### config.mk
export PLATFORM = sky130hd
export DESIGN_NAME = hmap_front
export DESIGN_NICKNAME = d
export VERILOG_FILES = /design/src/sv/hmap_pkg.sv /design/src/sv/hmap_front.sv
export SDC_FILE = /design/constraint.sdc
export NUM_CORES = 1
export LEC_CHECK = 0
export BUFFER_PORTS_ARGS = -buffer_cell sky130_fd_sc_hd__buf_2
export CAP_MARGIN = 20
export CORE_UTILIZATION = 50
export DETAILED_ROUTE_END_ITERATION = 6
export GPL_ROUTABILITY_DRIVEN = 0
export PLACE_DENSITY = 0.88
export SETUP_SLACK_MARGIN = 0.05
export SLEW_MARGIN = 20
export SYNTH_ARGS = -nofsm -noshare
export SYNTH_HDL_FRONTEND = slang
export SYNTH_SLANG_ARGS = --single-unit
export TNS_END_PERCENT = 50
### constraint.sdc
create_clock -name clk -period 5.9 [get_ports clk]
set_input_delay 1.18 -clock clk [delete_from_list [all_inputs] [get_ports clk]]
set_output_delay 1.18 -clock clk [all_outputs]
set_load 0.005 [all_outputs]
### src/sv/hmap_pkg.sv
// ----------------------------------------------------------------------------
// hmap_pkg
// Shared request and status codes for the chained hash map.
// ----------------------------------------------------------------------------
package hmap_pkg;

  localparam int unsigned KEY_W = 32;
  localparam int unsigned VAL_W = 32;

  // Raw request codes on the input port; the spare code behaves as a lookup
  localparam logic [1:0] REQ_INSERT = 2'd0;
  localparam logic [1:0] REQ_ERASE  = 2'd1;
  localparam logic [1:0] REQ_LOOKUP = 2'd2;
  localparam logic [1:0] REQ_SPARE  = 2'd3;

  // Classified operation carried to the back end
  typedef enum logic [1:0] {
    OP_INSERT,
    OP_ERASE,
    OP_LOOKUP
  } op_t;

  typedef enum logic [2:0] {
    ST_INSERTED  = 3'd0,
    ST_UPDATED   = 3'd1,
    ST_ERASED    = 3'd2,
    ST_FOUND     = 3'd3,
    ST_NOT_FOUND = 3'd4,
    ST_FULL      = 3'd5
  } status_t;

endpackage

### src/sv/hmap_front.sv
// ----------------------------------------------------------------------------
// hmap_front
// Accepts requests, decodes the operation and bucket, and holds them in a
// two-entry queue for the back end.
// ----------------------------------------------------------------------------
module hmap_front #(
  parameter int unsigned BUCKETS = 16
) (
  input  logic                                clk,
  input  logic                                rst_n,
  input  logic                                in_push,
  output logic                                in_full,
  input  logic [1:0]                          in_req_type,
  input  logic signed [hmap_pkg::KEY_W-1:0]   in_key,
  input  logic signed [hmap_pkg::VAL_W-1:0]   in_value,
  output logic                                q_valid,
  input  logic                                q_pop,
  output hmap_pkg::op_t                       q_op,
  output logic [hmap_pkg::KEY_W-1:0]          q_key,
  output logic [hmap_pkg::VAL_W-1:0]          q_value,
  output logic [$clog2(BUCKETS)-1:0]          q_bucket
);

  localparam int unsigned BW = $clog2(BUCKETS);

  hmap_pkg::op_t               op_r  [2];
  logic [hmap_pkg::KEY_W-1:0]  key_r [2];
  logic [hmap_pkg::VAL_W-1:0]  val_r [2];
  logic                        wr_ptr_r, wr_ptr_nxt;
  logic                        rd_ptr_r, rd_ptr_nxt;
  logic [1:0]                  cnt_r, cnt_nxt;
  hmap_pkg::op_t               op_dec;
  logic                        push_ok, pop_ok;

  always_comb begin
    case (in_req_type)
      hmap_pkg::REQ_INSERT: op_dec = hmap_pkg::OP_INSERT;
      hmap_pkg::REQ_ERASE:  op_dec = hmap_pkg::OP_ERASE;
      default:              op_dec = hmap_pkg::OP_LOOKUP;
    endcase
  end

  assign in_full  = (cnt_r == 2'd2);
  assign q_valid  = (cnt_r != 2'd0);
  assign push_ok  = in_push && !in_full;
  assign pop_ok   = q_pop && q_valid;
  assign q_op     = op_r[rd_ptr_r];
  assign q_key    = key_r[rd_ptr_r];
  assign q_value  = val_r[rd_ptr_r];
  assign q_bucket = key_r[rd_ptr_r][BW-1:0];

  always_comb begin
    wr_ptr_nxt = wr_ptr_r ^ push_ok;
    rd_ptr_nxt = rd_ptr_r ^ pop_ok;
    cnt_nxt    = cnt_r + {1'b0, push_ok} - {1'b0, pop_ok};
  end

  always_ff @(posedge clk) begin
    if (!rst_n) begin
      wr_ptr_r <= 1'b0;
      rd_ptr_r <= 1'b0;
      cnt_r    <= 2'd0;
    end else begin
      wr_ptr_r <= wr_ptr_nxt;
      rd_ptr_r <= rd_ptr_nxt;
      cnt_r    <= cnt_nxt;
    end
  end

  always_ff @(posedge clk) begin
    if (push_ok) begin
      op_r[wr_ptr_r]  <= op_dec;
      key_r[wr_ptr_r] <= in_key;
      val_r[wr_ptr_r] <= in_value;
    end
  end

endmodule

==> flow_summary.rst <==
.. list-table::
   :header-rows: 1

   * - Metric
     - Value
   * - Maximum clock skew at final layout
     - between 0.005 and 0.006 ns
   * - Post-layout minimum cycle time
     - around 3.2 ns
   * - Number of endpoints with negative hold slack in the final report
     - 0
   * - Crit Reg-Reg Startpoint
     - cnt_r[0]
   * - Number of search-and-repair iterations in the first detailed-routing pass
     - 4
   * - Largest net degree at the start of global routing
     - 67
   * - Number of buffers inserted to repair setup after CTS
     - 0
   * - Count of buffers inserted at the top-level ports
     - between 100 and 150
   * - Die Width
     - 104.2 um
   * - Worst hold path type
     - flop to flop
   * - Fraction of final layout cells with drive strength greater than 1
     - about three fifths
   * - Signal arrival time at the worst endpoint
     - approximately 2 ns
   * - Clock sink count
     - approximately 140
   * - CTS tree
     - built
   * - R2r endpoint
     - val_r[1][9]
   * - Maximum vdd ir drop
     - approximately 0.23 mV
   * - Number of buffers added to fix hold violations after cts
     - 0
   * - Number of warnings reported in the yosys synthesis log
     - 0
   * - Number of distinct library cells after synthesis
     - 18
   * - Area growth from synthesis to layout
     - 26.19%
   * - Post-synthesis sequential element count
     - ~140
   * - Number of DRC markers after the initial detailed-route iteration
     - around 70
   * - Worst-case clock buffer depth
     - 2
   * - DRC Markers
     - 0
   * - Antenna violations before repair
     - 0
   * - Critical Path RT
     - approximately 4.7 ns
   * - Share of the cycle needed by the critical path after routing
     - a little over half
   * - Commonest cells after routing, fill and taps aside
     - 141 x buf_2, 132 x edfxtp_1, 40 x mux2_4, 26 x mux2_2, 16 x clkbuf_16
   * - Largest incremental delay on the critical path
     - 0.70 ns
   * - Last element of the critical path
     - q_key[0]
   * - Buf/Inv on CP
     - 2
   * - Routed length per instance
     - ~16 um
   * - Worst hold slack across all endpoints
     - 0.4856 ns
   * - Synthesized netlist net count
     - 310
   * - Congestion Overflow GR
     - 0
   * - Power density of the placed cells
     - around 430 nW/um^2
   * - Synth Instances
     - between 200 and 250
   * - Setup Crit Path Kind
     - flop to primary output
   * - Cells along the critical path
     - buf_12, mux2_2, buf_2
   * - Average via count per standard cell
     - approximately 4.8
   * - Fmax
     - approximately 310 MHz
   * - Worst-case register-to-register setup slack
     - slightly below 4 ns
   * - Standard cell with the maximum stage delay on the critical path
     - dfxtp_4
   * - Max-capacitance violation count
     - 0
   * - Leakage
     - ~2.6 nW
   * - Post-DRT Antenna Nets
     - 0
   * - Effective utilization at floorplan
     - a little over half
   * - Wire length of the first global-routing pass
     - 13.09 mm
   * - CTS Buf Count
     - 17
   * - Post-Layout Inst Area
     - 6595 sq um
   * - Clk slew on worst S/H paths
     - around 0.060 ns
   * - Total setup violations reported at the end of the flow
     - 0
   * - Detailed-route via count
     - between 2000 and 3000
   * - Number of antenna repair diodes
     - 0
   * - Total track usage
     - ~16%
   * - Setup repair after global routing missed its margin
     - no
   * - Net count, final
     - around 460
   * - Number of gates resized after CTS
     - 0
   * - Pins over their slew limit
     - 0
   * - Via count of the first global-routing pass
     - approximately 2800
   * - Worst slew margin relative to its limit
     - between 30% and 40%
   * - Worst hold path startpoint
     - rd_ptr_r
   * - Slew at the pin closest to its max-slew limit
     - around 0.9 ns
   * - Post-synthesis average cell area
     - ~22 sq um
   * - Leading cell type in the layout, fill and taps excluded
     - buf_2
   * - Count of boundary I/O pins
     - 142
   * - Gate family responsible for the most delay along the worst path
     - flip-flops
   * - CTS root buf
     - clkbuf_8
   * - Reg2reg path depth
     - 3
   * - Number of logic stages on the critical path including buffering
     - 3
   * - DRT Wirelength
     - around 8.3 mm
   * - Nature of the critical path startpoint
     - flop
   * - Mapped Area
     - 5226 sq um
   * - Outcome
     - complete, no violations
   * - Die ar.
     - 10860 sq um
   * - CORE AREA
     - ~10000 sq um
   * - Worst-path fanout max
     - 35
   * - Setup Total Neg Slack
     - 0 ns
   * - Row count
     - 36
   * - Seq/Total Area, Yosys
     - a little under 80%
   * - HPWL Detailed
     - 5.160 mm
   * - Die Height
     - approximately 100 um
   * - Clock latency at the later pin of the worst-skew pair
     - ~0.5 ns
   * - Crit. End Element
     - primary output
   * - Cell Area, Placed
     - 6027 sq um
   * - CTS H-Tree Depth
     - 4
==> cell usage after synthesis <==
| library cell | instances | share of area, % |
|---|---|---|
| nand2b_1 | 2 | 0.24 |
| mux2i_1 | 2 | 0.38 |
| clkbuf_1 | 1 | 0.072 |
| inv_1 | 3 | 0.22 |
| nor2b_1 | 3 | 0.36 |
| xnor3_1 | 1 | 0.43 |
| or2_2 | 1 | 0.12 |
| mux2_4 | 40 | 11 |
| buf_2 | 2 | 0.19 |
| dfxtp_1 | 5 | 1.9 |
| buf_4 | 4 | 0.57 |
| and2_1 | 2 | 0.24 |
| nand2_1 | 2 | 0.14 |
| mux2_2 | 26 | 5.6 |
| buf_6 | 5 | 1.1 |
| ha_1 | 4 | 0.96 |
| edfxtp_1 | 132 | 76 |
| o21a_1 | 1 | 0.14 |
==> worst reg2reg max path: stages, from the launching register on <==
cell and delay, ns:
dfxtp_1 0.36, nand2b_1 0.16, and2_1 0.25, ha_4 0.76
==> cell type report <==
class	count	area (sq um)
inverter	3	11.26
multi-input combinational	84	1076
clock buffer	17	414.1
fill	693	3359
tap	133	166.4
timing repair buffer	142	725.7
clock inverter	14	133.9
sequential	137	4068
==> per-layer routing <==
layer	vias up	GRT usage [%]	share of wire [%]
met5	-	0	0
li1	1219	-	-
met4	0	7.653	1.5
met2	106	28.38	51
met1	1227	17.66	40
met3	11	5.890	6.9
==> worst min path at each step <==
stage	endpoint	slack, ns	cells after the start
CTS	flop	0.48	2
global route	flop	0.52	2
finish	flop	0.49	2
global placement	flop	0.45	2
detailed placement	flop	0.47	2
floorplan	flop	0.45	2
==> registers in the layout, summed over array words and instances (netlist names), named ones only <==
register / count
key_r: 64
val_r: 64
op_r: 4
cnt_r: 2
rd_ptr_r: 1
wr_ptr_r: 1
==> kinds of logic (layout without fill, tap and decap cells) <==
| kind of cell | after synthesis | count (layout) | share of synthesized area [%] |
|---|---|---|---|
| XOR/XNOR | 1 | 1 | 0.4309 |
| buffers and inverters | 15 | 176 | 2.131 |
| adder cells (fa/ha/maj) | 4 | 4 | 0.9577 |
| multiplexers | 68 | 68 | 17.48 |
| AO/OA/AOI/OAI | 1 | 1 | 0.1437 |
| AND/OR/NAND/NOR | 10 | 10 | 1.101 |
| flip-flops | 137 | 137 | 77.76 |
==> power by group <==
part,internal [mW],switching (mW)
sequential,1.24,0.0674
clock,0.591,0.372
combinational,0.335,0.247
==> metrics by stage <==
| step | std cells | setup WS [ns] | util (%) | power, mW |
|---|---|---|---|---|
| floorplan | 236 | 2.556 | - | 1.704 |
| global placement | 498 | 3.050 | 60.55 | 1.895 |
| detailed placement | 498 | 3.032 | 60.55 | 1.919 |
| CTS | 529 | 2.480 | 66.05 | 2.886 |
| global route | 530 | 2.545 | 66.25 | 2.975 |
| finish | 530 | 2.658 | 66.25 | 2.851 |
(Power assumes the default switching activity.)
